## src/rtl/odo_pkg.sv

```systemverilog
// Shared types, constants and helper functions for the differential-drive odometry block.
package odo_pkg;

   localparam int CORDIC_STEPS_DEFAULT = 24;

   // CORDIC angle register (Q32 radians) and vector register (Q30) widths.
   localparam int ZW = 37;
   localparam int VW = 34;

   // Shared multiply-accumulate unit widths.
   localparam int MAC_A_W = 33;
   localparam int MAC_B_W = 17;
   localparam int MAC_P_W = MAC_A_W + MAC_B_W;
   localparam int ACC_W   = 82;

   localparam logic signed [ZW-1:0] PI_Q32      = 37'sd13493037705;
   localparam logic signed [ZW-1:0] HALF_PI_Q32 = 37'sd6746518852;
   localparam logic signed [ZW-1:0] TWO_PI_Q32  = 37'sd26986075409;
   localparam logic signed [VW-1:0] CORDIC_GAIN_Q30 = 34'sd652032874;

   localparam logic signed [63:0] WRAP_PI_Q28     = 64'sd843314681;
   localparam logic signed [63:0] WRAP_TWO_PI_Q28 = 64'sd1686629362;

   localparam logic [31:0] DPC_RESET = 32'd3635623;
   localparam logic [31:0] RPC_RESET = 32'd10724555;

   // Left shift applied to a partial product before it joins the accumulator.
   localparam logic [1:0] SHIFT_0  = 2'd0;
   localparam logic [1:0] SHIFT_16 = 2'd1;
   localparam logic [1:0] SHIFT_32 = 2'd2;

   typedef struct packed {
      logic       issue;
      logic       first;
      logic [1:0] shift;
   } mac_ctrl_type;

   // atan(2^-i) in Q32 radians.
   function automatic logic [31:0] atan_q32(input logic [4:0] idx);
      logic [31:0] r;
      case (idx)
         5'd0:  r = 32'd3373259426;
         5'd1:  r = 32'd1991351318;
         5'd2:  r = 32'd1052175346;
         5'd3:  r = 32'd534100635;
         5'd4:  r = 32'd268086748;
         5'd5:  r = 32'd134174063;
         5'd6:  r = 32'd67103403;
         5'd7:  r = 32'd33553749;
         5'd8:  r = 32'd16777131;
         5'd9:  r = 32'd8388597;
         5'd10: r = 32'd4194303;
         5'd11: r = 32'd2097152;
         5'd12: r = 32'd1048576;
         5'd13: r = 32'd524288;
         5'd14: r = 32'd262144;
         5'd15: r = 32'd131072;
         5'd16: r = 32'd65536;
         5'd17: r = 32'd32768;
         5'd18: r = 32'd16384;
         5'd19: r = 32'd8192;
         5'd20: r = 32'd4096;
         5'd21: r = 32'd2048;
         5'd22: r = 32'd1024;
         5'd23: r = 32'd512;
         5'd24: r = 32'd256;
         5'd25: r = 32'd128;
         5'd26: r = 32'd64;
         5'd27: r = 32'd32;
         5'd28: r = 32'd16;
         5'd29: r = 32'd8;
         default: r = 32'd0;
      endcase
      return r;
   endfunction

   function automatic logic signed [31:0] sat_to_32(input logic signed [63:0] v);
      logic signed [31:0] r;
      if (v > 64'sd2147483647) begin
         r = 32'sh7fffffff;
      end else if (v < -64'sd2147483648) begin
         r = 32'sh80000000;
      end else begin
         r = v[31:0];
      end
      return r;
   endfunction

endpackage

```

## src/rtl/diff_drive_odometry.sv

```systemverilog
// Top level of the differential-drive odometry block: sequencer, pose state and ports.
// An input beat passes through the distance and heading products, the iterative CORDIC and
// six passes through the single multiply-accumulate unit for the position terms. A new beat
// is taken only once the block is idle again, after the previous result has been stored.
// Reset (synchronous): pose and previous counts clear to zero, registers take their defaults.
module diff_drive_odometry #(
   parameter int CORDIC_STEPS = odo_pkg::CORDIC_STEPS_DEFAULT
) (
   input  logic        clock,
   input  logic        reset,
   input  logic        req_tvalid,
   output logic        req_tready,
   input  logic [63:0] req_tdata,   // right_count [31:0], left_count [63:32]
   output logic        rsp_tvalid,
   input  logic        rsp_tready,
   output logic [95:0] rsp_tdata,   // pos_x [31:0], pos_y [63:32], heading [95:64]
   input  logic        csr_psel,
   input  logic        csr_penable,
   input  logic        csr_pwrite,
   input  logic [2:0]  csr_paddr,
   input  logic [31:0] csr_pwdata,
   output logic [31:0] csr_prdata,
   output logic        csr_pready
);

   localparam logic [2:0] S_IDLE = 3'd0;
   localparam logic [2:0] S_MUL  = 3'd1;
   localparam logic [2:0] S_WAIT = 3'd2;
   localparam logic [2:0] S_TRIG = 3'd3;
   localparam logic [2:0] S_DONE = 3'd4;

   logic [2:0]         state_ff, state_in;
   logic [2:0]         phase_ff, phase_in;
   logic [31:0]        dpc_ff, dpc_in;
   logic [31:0]        rpc_ff, rpc_in;
   logic [31:0]        prev_right_ff, prev_right_in;
   logic [31:0]        prev_left_ff, prev_left_in;
   logic signed [31:0] x_acc_ff, x_acc_in;
   logic signed [31:0] y_acc_ff, y_acc_in;
   logic signed [31:0] head_acc_ff, head_acc_in;
   logic signed [32:0] sum_ff, sum_in;
   logic signed [32:0] diff_ff, diff_in;
   logic signed [48:0] dist_ff, dist_in;
   logic signed [63:0] nh_ff, nh_in;
   logic               rsp_tvalid_ff, rsp_tvalid_in;
   logic [95:0]        rsp_data_ff, rsp_data_in;

   logic                                accept;
   logic                                csr_write;
   logic [31:0]                         dr, dl;
   logic                                cordic_done;
   logic signed [odo_pkg::MAC_A_W-1:0]  cordic_cos, cordic_sin;
   odo_pkg::mac_ctrl_type               mac_ctrl;
   logic signed [odo_pkg::MAC_A_W-1:0]  mac_a;
   logic signed [odo_pkg::MAC_B_W-1:0]  mac_b;
   logic signed [odo_pkg::ACC_W-1:0]    mac_acc;
   logic signed [63:0]                  pos_sum;
   logic signed [63:0]                  nh_wrapped;
   logic signed [31:0]                  head_new;
   logic                                out_free;

   assign accept    = req_tvalid && req_tready;
   assign csr_write = csr_psel && csr_penable && csr_pwrite;
   assign dr        = req_tdata[31:0] - prev_right_ff;
   assign dl        = req_tdata[63:32] - prev_left_ff;
   assign out_free  = !rsp_tvalid_ff || rsp_tready;

   // The distance term is split into two unsigned 16 bit digits and a signed top digit.
   always_comb begin
      mac_ctrl = '{issue: 1'b0, first: 1'b0, shift: odo_pkg::SHIFT_0};
      mac_a    = sum_ff;
      mac_b    = {1'b0, dpc_ff[15:0]};
      if (state_ff == S_MUL) begin
         case (phase_ff)
            3'd0: begin
               mac_ctrl = '{issue: 1'b1, first: 1'b1, shift: odo_pkg::SHIFT_0};
            end
            3'd1: begin
               mac_ctrl = '{issue: 1'b1, first: 1'b0, shift: odo_pkg::SHIFT_16};
               mac_b    = {1'b0, dpc_ff[31:16]};
            end
            3'd2: begin
               mac_ctrl = '{issue: 1'b1, first: 1'b1, shift: odo_pkg::SHIFT_0};
               mac_a    = diff_ff;
               mac_b    = {1'b0, rpc_ff[15:0]};
            end
            3'd3: begin
               mac_ctrl = '{issue: 1'b1, first: 1'b0, shift: odo_pkg::SHIFT_16};
               mac_a    = diff_ff;
               mac_b    = {1'b0, rpc_ff[31:16]};
            end
            default: begin
            end
         endcase
      end else if (state_ff == S_TRIG) begin
         case (phase_ff)
            3'd0: begin
               mac_ctrl = '{issue: 1'b1, first: 1'b1, shift: odo_pkg::SHIFT_0};
               mac_a    = cordic_cos;
               mac_b    = {1'b0, dist_ff[15:0]};
            end
            3'd1: begin
               mac_ctrl = '{issue: 1'b1, first: 1'b0, shift: odo_pkg::SHIFT_16};
               mac_a    = cordic_cos;
               mac_b    = {1'b0, dist_ff[31:16]};
            end
            3'd2: begin
               mac_ctrl = '{issue: 1'b1, first: 1'b0, shift: odo_pkg::SHIFT_32};
               mac_a    = cordic_cos;
               mac_b    = dist_ff[48:32];
            end
            3'd3: begin
               mac_ctrl = '{issue: 1'b1, first: 1'b1, shift: odo_pkg::SHIFT_0};
               mac_a    = cordic_sin;
               mac_b    = {1'b0, dist_ff[15:0]};
            end
            3'd4: begin
               mac_ctrl = '{issue: 1'b1, first: 1'b0, shift: odo_pkg::SHIFT_16};
               mac_a    = cordic_sin;
               mac_b    = {1'b0, dist_ff[31:16]};
            end
            3'd5: begin
               mac_ctrl = '{issue: 1'b1, first: 1'b0, shift: odo_pkg::SHIFT_32};
               mac_a    = cordic_sin;
               mac_b    = dist_ff[48:32];
            end
            default: begin
            end
         endcase
      end
   end

   // The accumulator is read after the last product of a group has passed the product and accumulator registers.
   assign pos_sum = (state_ff == S_TRIG && phase_ff == 3'd4)
                  ? {{32{x_acc_ff[31]}}, x_acc_ff} + {{12{mac_acc[81]}}, mac_acc[81:30]}
                  : {{32{y_acc_ff[31]}}, y_acc_ff} + {{12{mac_acc[81]}}, mac_acc[81:30]};

   always_comb begin
      if (nh_ff > odo_pkg::WRAP_PI_Q28) begin
         nh_wrapped = nh_ff - odo_pkg::WRAP_TWO_PI_Q28;
      end else if (nh_ff <= -odo_pkg::WRAP_PI_Q28) begin
         nh_wrapped = nh_ff + odo_pkg::WRAP_TWO_PI_Q28;
      end else begin
         nh_wrapped = nh_ff;
      end
   end

   assign head_new = odo_pkg::sat_to_32(nh_wrapped);

   always_comb begin
      state_in      = state_ff;
      phase_in      = phase_ff;
      dpc_in        = dpc_ff;
      rpc_in        = rpc_ff;
      prev_right_in = prev_right_ff;
      prev_left_in  = prev_left_ff;
      x_acc_in      = x_acc_ff;
      y_acc_in      = y_acc_ff;
      head_acc_in   = head_acc_ff;
      sum_in        = sum_ff;
      diff_in       = diff_ff;
      dist_in       = dist_ff;
      nh_in         = nh_ff;
      rsp_tvalid_in = rsp_tvalid_ff && !rsp_tready;
      rsp_data_in   = rsp_data_ff;

      if (csr_write) begin
         if (csr_paddr[2]) begin
            rpc_in = csr_pwdata;
         end else begin
            dpc_in = csr_pwdata;
         end
      end

      case (state_ff)
         S_IDLE: begin
            if (accept) begin
               sum_in        = {dr[31], dr} + {dl[31], dl};
               diff_in       = {dr[31], dr} - {dl[31], dl};
               prev_right_in = req_tdata[31:0];
               prev_left_in  = req_tdata[63:32];
               phase_in      = '0;
               state_in      = S_MUL;
            end
         end
         S_MUL: begin
            if (phase_ff == 3'd3) begin
               dist_in = mac_acc[65:17];
            end
            if (phase_ff == 3'd5) begin
               nh_in    = {{32{head_acc_ff[31]}}, head_acc_ff} + mac_acc[67:4];
               phase_in = '0;
               state_in = S_WAIT;
            end else begin
               phase_in = phase_ff + 1'b1;
            end
         end
         S_WAIT: begin
            if (cordic_done) begin
               phase_in = '0;
               state_in = S_TRIG;
            end
         end
         S_TRIG: begin
            if (phase_ff == 3'd4) begin
               x_acc_in = odo_pkg::sat_to_32(pos_sum);
            end
            if (phase_ff == 3'd7) begin
               y_acc_in = odo_pkg::sat_to_32(pos_sum);
               state_in = S_DONE;
            end
            phase_in = phase_ff + 1'b1;
         end
         S_DONE: begin
            // Hold the new pose back until the previous result beat has left.
            if (out_free) begin
               head_acc_in   = head_new;
               rsp_data_in   = {head_new, y_acc_ff, x_acc_ff};
               rsp_tvalid_in = 1'b1;
               state_in      = S_IDLE;
            end
         end
         default: begin
            state_in = S_IDLE;
         end
      endcase
   end

   always_ff @(posedge clock) begin
      if (reset) begin
         state_ff      <= S_IDLE;
         phase_ff      <= '0;
         dpc_ff        <= odo_pkg::DPC_RESET;
         rpc_ff        <= odo_pkg::RPC_RESET;
         prev_right_ff <= '0;
         prev_left_ff  <= '0;
         x_acc_ff      <= '0;
         y_acc_ff      <= '0;
         head_acc_ff   <= '0;
         rsp_tvalid_ff <= 1'b0;
      end else begin
         state_ff      <= state_in;
         phase_ff      <= phase_in;
         dpc_ff        <= dpc_in;
         rpc_ff        <= rpc_in;
         prev_right_ff <= prev_right_in;
         prev_left_ff  <= prev_left_in;
         x_acc_ff      <= x_acc_in;
         y_acc_ff      <= y_acc_in;
         head_acc_ff   <= head_acc_in;
         rsp_tvalid_ff <= rsp_tvalid_in;
      end
      sum_ff      <= sum_in;
      diff_ff     <= diff_in;
      dist_ff     <= dist_in;
      nh_ff       <= nh_in;
      rsp_data_ff <= rsp_data_in;
   end

   odo_cordic #(
      .CORDIC_STEPS(CORDIC_STEPS)
   ) u_cordic (
      .clock  (clock),
      .reset  (reset),
      .start  (accept),
      .angle  (head_acc_ff),
      .done   (cordic_done),
      .cosine (cordic_cos),
      .sine   (cordic_sin)
   );

   odo_mac u_mac (
      .clock (clock),
      .reset (reset),
      .ctrl  (mac_ctrl),
      .a     (mac_a),
      .b     (mac_b),
      .acc   (mac_acc)
   );

   assign req_tready = (state_ff == S_IDLE);
   assign rsp_tvalid = rsp_tvalid_ff;
   assign rsp_tdata  = rsp_data_ff;
   assign csr_prdata = csr_paddr[2] ? rpc_ff : dpc_ff;
   assign csr_pready = 1'b1;

   a_trig_after_cordic: assert property (@(posedge clock) disable iff (reset)
      state_ff == S_TRIG |-> cordic_done)
      else $error("position products issued before the CORDIC finished");

   a_cordic_restarts: assert property (@(posedge clock) disable iff (reset)
      accept |=> !cordic_done)
      else $error("CORDIC result of a previous beat still flagged after a new beat");

   a_result_from_done: assert property (@(posedge clock) disable iff (reset)
      $rose(rsp_tvalid) |-> $past(state_ff == S_DONE))
      else $error("result beat raised outside the completion step");

   a_done_waits: assert property (@(posedge clock) disable iff (reset)
      state_ff == S_DONE && rsp_tvalid_ff && !rsp_tready |=> state_ff == S_DONE)
      else $error("pending result beat overwritten");

endmodule

```

## src/rtl/odo_cordic.sv

```systemverilog
// Iterative rotation-mode CORDIC giving cosine and sine (Q30) of a Q4.28 heading.
module odo_cordic #(
   parameter int CORDIC_STEPS = odo_pkg::CORDIC_STEPS_DEFAULT
) (
   input  logic                                clock,
   input  logic                                reset,
   input  logic                                start,
   input  logic signed [31:0]                  angle,
   output logic                                done,
   output logic signed [odo_pkg::MAC_A_W-1:0]  cosine,
   output logic signed [odo_pkg::MAC_A_W-1:0]  sine
);

   localparam int StepW = $clog2(CORDIC_STEPS);

   localparam logic [1:0] C_IDLE = 2'd0;
   localparam logic [1:0] C_FOLD = 2'd1;
   localparam logic [1:0] C_ITER = 2'd2;
   localparam logic [1:0] C_DONE = 2'd3;

   logic [1:0]                    state_ff, state_in;
   logic [StepW-1:0]              step_ff, step_in;
   logic signed [odo_pkg::ZW-1:0] z_ff, z_in;
   logic signed [odo_pkg::VW-1:0] x_ff, x_in;
   logic signed [odo_pkg::VW-1:0] y_ff, y_in;
   logic                          neg_ff, neg_in;

   logic signed [odo_pkg::ZW-1:0] z_start;
   logic signed [odo_pkg::ZW-1:0] atan_ext;
   logic signed [odo_pkg::VW-1:0] x_shr, y_shr;
   logic signed [odo_pkg::VW-1:0] cos_full, sin_full;

   assign z_start  = {angle[31], angle, 4'b0000};
   assign atan_ext = {5'b00000, odo_pkg::atan_q32(5'(step_ff))};
   assign x_shr    = x_ff >>> step_ff;
   assign y_shr    = y_ff >>> step_ff;

   always_comb begin
      state_in = state_ff;
      step_in  = step_ff;
      z_in     = z_ff;
      x_in     = x_ff;
      y_in     = y_ff;
      neg_in   = neg_ff;
      if (start) begin
         // First bring the angle into the range -pi to pi.
         if (z_start > odo_pkg::PI_Q32) begin
            z_in = z_start - odo_pkg::TWO_PI_Q32;
         end else if (z_start < -odo_pkg::PI_Q32) begin
            z_in = z_start + odo_pkg::TWO_PI_Q32;
         end else begin
            z_in = z_start;
         end
         x_in     = odo_pkg::CORDIC_GAIN_Q30;
         y_in     = '0;
         neg_in   = 1'b0;
         step_in  = '0;
         state_in = C_FOLD;
      end else begin
         case (state_ff)
            C_FOLD: begin
               // Fold into the right half plane; the results are negated at the end.
               if (z_ff > odo_pkg::HALF_PI_Q32) begin
                  z_in   = z_ff - odo_pkg::PI_Q32;
                  neg_in = 1'b1;
               end else if (z_ff < -odo_pkg::HALF_PI_Q32) begin
                  z_in   = z_ff + odo_pkg::PI_Q32;
                  neg_in = 1'b1;
               end
               state_in = C_ITER;
            end
            C_ITER: begin
               if (z_ff >= 0) begin
                  x_in = x_ff - y_shr;
                  y_in = y_ff + x_shr;
                  z_in = z_ff - atan_ext;
               end else begin
                  x_in = x_ff + y_shr;
                  y_in = y_ff - x_shr;
                  z_in = z_ff + atan_ext;
               end
               if (step_ff == StepW'(CORDIC_STEPS - 1)) begin
                  state_in = C_DONE;
               end else begin
                  step_in = step_ff + 1'b1;
               end
            end
            default: begin
            end
         endcase
      end
   end

   always_ff @(posedge clock) begin
      if (reset) begin
         state_ff <= C_IDLE;
         step_ff  <= '0;
      end else begin
         state_ff <= state_in;
         step_ff  <= step_in;
      end
      z_ff   <= z_in;
      x_ff   <= x_in;
      y_ff   <= y_in;
      neg_ff <= neg_in;
   end

   assign cos_full = neg_ff ? -x_ff : x_ff;
   assign sin_full = neg_ff ? -y_ff : y_ff;
   assign cosine   = cos_full[odo_pkg::MAC_A_W-1:0];
   assign sine     = sin_full[odo_pkg::MAC_A_W-1:0];
   assign done     = (state_ff == C_DONE);

endmodule

```

## src/rtl/odo_mac.sv

```systemverilog
// Shared signed multiply-accumulate unit with a registered product and shifted accumulation.
module odo_mac (
   input  logic                                clock,
   input  logic                                reset,
   input  odo_pkg::mac_ctrl_type               ctrl,
   input  logic signed [odo_pkg::MAC_A_W-1:0]  a,
   input  logic signed [odo_pkg::MAC_B_W-1:0]  b,
   output logic signed [odo_pkg::ACC_W-1:0]    acc
);

   localparam int ExtW = odo_pkg::ACC_W - odo_pkg::MAC_P_W;

   logic signed [odo_pkg::MAC_P_W-1:0] product_ff, product_in;
   logic                               pend_ff;
   logic                               first_ff;
   logic [1:0]                         shift_ff;
   logic signed [odo_pkg::ACC_W-1:0]   acc_ff, acc_in;
   logic signed [odo_pkg::ACC_W-1:0]   product_ext;
   logic signed [odo_pkg::ACC_W-1:0]   addend;

   assign product_in  = a * b;
   assign product_ext = {{ExtW{product_ff[odo_pkg::MAC_P_W-1]}}, product_ff};

   always_comb begin
      case (shift_ff)
         odo_pkg::SHIFT_16: addend = product_ext <<< 16;
         odo_pkg::SHIFT_32: addend = product_ext <<< 32;
         default:           addend = product_ext;
      endcase
      if (!pend_ff) begin
         acc_in = acc_ff;
      end else if (first_ff) begin
         acc_in = addend;
      end else begin
         acc_in = acc_ff + addend;
      end
   end

   always_ff @(posedge clock) begin
      if (reset) begin
         pend_ff <= 1'b0;
      end else begin
         pend_ff <= ctrl.issue;
      end
      first_ff   <= ctrl.first;
      shift_ff   <= ctrl.shift;
      product_ff <= product_in;
      acc_ff     <= acc_in;
   end

   assign acc = acc_ff;

endmodule

```

## config.mk

```make
export PLATFORM = sky130hd
export DESIGN_NAME = diff_drive_odometry
export DESIGN_NICKNAME = d
export VERILOG_FILES = /design/src/rtl/odo_pkg.sv /design/src/rtl/diff_drive_odometry.sv /design/src/rtl/odo_cordic.sv /design/src/rtl/odo_mac.sv
export SDC_FILE = /design/constraint.sdc
export NUM_CORES = 2
export LEC_CHECK = 0
export ABC_AREA = 1
export BUFFER_PORTS_ARGS = -buffer_cell sky130_fd_sc_hd__buf_2
export CAP_MARGIN = 40
export CORE_ASPECT_RATIO = 2
export CORE_MARGIN = 3
export CORE_UTILIZATION = 57
export CTS_CLUSTER_DIAMETER = 120
export DETAILED_ROUTE_END_ITERATION = 7
export MAX_ROUTING_LAYER = met4
export PLACE_DENSITY = 0.72
export SLEW_MARGIN = 25
export SYNTH_ARGS = -nofsm -noshare
export SYNTH_HDL_FRONTEND = slang
export SYNTH_SLANG_ARGS = --single-unit
export TNS_END_PERCENT = 1
```

## constraint.sdc

```tcl
create_clock -name clock -period 10.8 [get_ports clock]
set_input_delay 2.16 -clock clock [delete_from_list [all_inputs] [get_ports clock]]
set_output_delay 2.16 -clock clock [all_outputs]
set_load 0.03 [all_outputs]
```

==> metrics <==
status=finished, violations left; violated checks=design-rule violations; Clock Sink Count=786; slowest CP cell=fa_1; top cell type's share of synthesized area=0.128; syn nets=15000; Post-CTS Setup Inserts=0; reg2reg end=u_mac.product_ff[30]; Tightest Pin Transition=1.40 ns; M1 GR Usage=0.419; final core occ=0.615; worst setup margin=0.387 ns; EDFF count, synth=between 300 and 400; initial antenna violation count=17; vias per inst=6.19; final WL=398000 um; first-pass GRT wire length=587000 um; Period Utilization, post-route=0.964; TritonCTS clock tree=yes; Post-Synthesis Cell Area=91800 um2; reg-to-reg startpoint=phase_ff[1]; Syn-to-layout area delta=6.81%; post-cts repair resize count=0; ys async rst share=0; GR Util All Layers=0.479; CP startpoint kind=flop; largest net degree at the start of global routing=92; GR Layer Usage met2=0.799; dpl hpwl=320000 um; Synth cell types=72; Critical Path RT=approximately 11 ns; Final Wtd Congestion=1.13; grt ovf=0; CP Capture Point=u_mac.product_ff[30]; clk slew on worst S/H paths=0.07 ns; DRC errors left=27; Main synth FF type=edfxtp_1; Final setup violation count=0; die area=around 170000 um2; final hold vios=0; final max-slew violation count=0; RSZ-0062 raised after global routing=false; Layout Nets=roughly 15000; cells after synthesis=13700; GR Layer Usage met3=0.0987; hold_buf cts=0; DR pass1 iterations=8; I/O Pins=237; drt wl/cell=24.9 um; Synth area leader=edfxtp_1; Worst slew margin=0.0698; Die Ht=574 um; Critical Path Source=phase_ff[1]; most used routing layer=met2; Port Buf Inserts=roughly 230; share of post-route cells with drive strength above 1=0.0532; Hold Crit Class=flop to flop; Data arrival, critical path=11.01 ns; Root Buffer=clkbuf_16; max-cap violations=0; std cell rows=207; TritonCTS Buffers=78; Max Freq=96.0 MHz; Fin Setup TNS=0 ns; largest fanout on the critical path=21; DP Worst Slack=about 0.83 ns; critical path endpoint category=flop; sequential share of the synthesized area=0.214; Ys Warns=0; Starting Density=0.576; CP Class=flop to flop; R2R cell count=35; Placeable Area=160000 um2; slowest stage delay, CP=0.56 ns; via count=roughly 99000; r2r setup slk=just under 0.4 ns; Clock Path Buffers=3; top cells by area, synth=edfxtp_1, nand2_1, fa_1, inv_1, dfxtp_1; Initial DRC Count=9815; H-tree Lvls=3; die span in x=between 200 and 300 um; Avg Inst Size Synth=6.68 um2; Hold Path Stages=0; post-layout min period=10.41 ns; remaining antenna violation count=0; post-synthesis register bit count=between 700 and 800; worst skew pair latency=0.72 ns; vias in the first global route=98600; Clock Skews=0.0446 ns
==> kinds of logic after synthesis <==
logic type      count (synthesis)  synth area share
simple gates                 5966             0.266
buf+inv                      2705             0.113
compound gates               2670             0.162
fa+ha+maj                    1117             0.197
flops                         786             0.214
xor+xnor                      503            0.0480
other cells                     1         0.0000408
==> worst min path at each step <==
stage                 startpoint             to  slack (ns)
floorplan            x_acc_ff[1]   rsp_tdata[1]        0.41
global placement    y_acc_ff[22]  rsp_tdata[54]        0.42
detailed placement   y_acc_ff[8]  rsp_tdata[40]        0.42
CTS                  y_acc_ff[8]  rsp_tdata[40]        0.44
global route        y_acc_ff[15]  rsp_tdata[47]        0.43
finish              y_acc_ff[22]  rsp_tdata[54]        0.44
==> cell usage after synthesis (all sizes together), types with 29 or more instances <==
cell type	n
a221o	29
clkbuf	328
ha	571
xor2	365
fa	546
nand2	3162
inv	2231
o21bai	40
nor4	44
dfxtp	393
or2	51
buf	134
a21boi	55
nor3	147
o21ai	1021
a21o	40
o211ai	88
nand3	800
o21a	49
edfxtp	393
nor2	1623
a31oi	126
xnor2	138
o22ai	68
a21oi	1024
nand4	102
==> sequential cells by signal (all words and copies together), names as in the netlist, 33 cells and up <==
signal / cells
rsp_tdata: 96
u_mac.acc: 82
nh_ff: 64
u_mac.product_ff: 50
dist_ff: 49
u_cordic.z_ff: 37
u_cordic.x_ff: 34
u_cordic.y_ff: 34
diff_ff: 33
==> cell type report <==
cell class	instances	area, um2
multi-input combinational	10300	61900
fill	14900	61400
sequential	786	19700
inverter	2243	8430
timing repair buffer	421	2790
tap	2090	2620
clock buffer	96	2120
clock inverter	48	527
antenna	15	37.5
==> worst max-delay path, delay by kind of cell, from the launching register on <==
family,cells,cell delay (ns)
compound gates,7,2.16
fa+ha+maj,8,3.66
xor+xnor,1,0.19
flops,1,0.35
buf+inv,8,1.58
simple gates,11,2.30
==> stage by stage <==
stage	hold slack (ns)	instance area, um2	instances
finish	0.436	98100	16000
global placement	0.417	94800	15700
detailed placement	0.421	95200	15800
floorplan	0.408	91800	13700
global route	0.433	98100	16000
CTS	0.436	97800	15900
==> layer usage <==
| metal | share of wire | vias to the layer above |
|---|---|---|
| li1 | - | 44500 |
| met4 | 0.15 | 0 |
| met3 | 0.081 | 2658 |
| met1 | 0.29 | 45600 |
| met5 | 0 | - |
| met2 | 0.48 | 5936 |
==> layout by cell type, fill, tap and decap left out, types with 137 or more instances in the layout <==
cell / synthesis / routed
nor3_1: 139 / 138
buf_4: 12 / 141
buf_2: 68 / 252
xor2_1: 365 / 365
inv_1: 2208 / 2205
dfxtp_1: 393 / 388
o21ai_0: 982 / 968
nand3_1: 795 / 795
nand2_1: 3125 / 3123
a21oi_1: 1022 / 1021
ha_1: 571 / 570
edfxtp_1: 393 / 393
xnor2_1: 138 / 137
fa_1: 546 / 546
nor2_1: 1593 / 1585
Power is left out: the tool's default activity adds up to more than one toggle a clock period on the data nets, which glitch-free logic cannot reach.
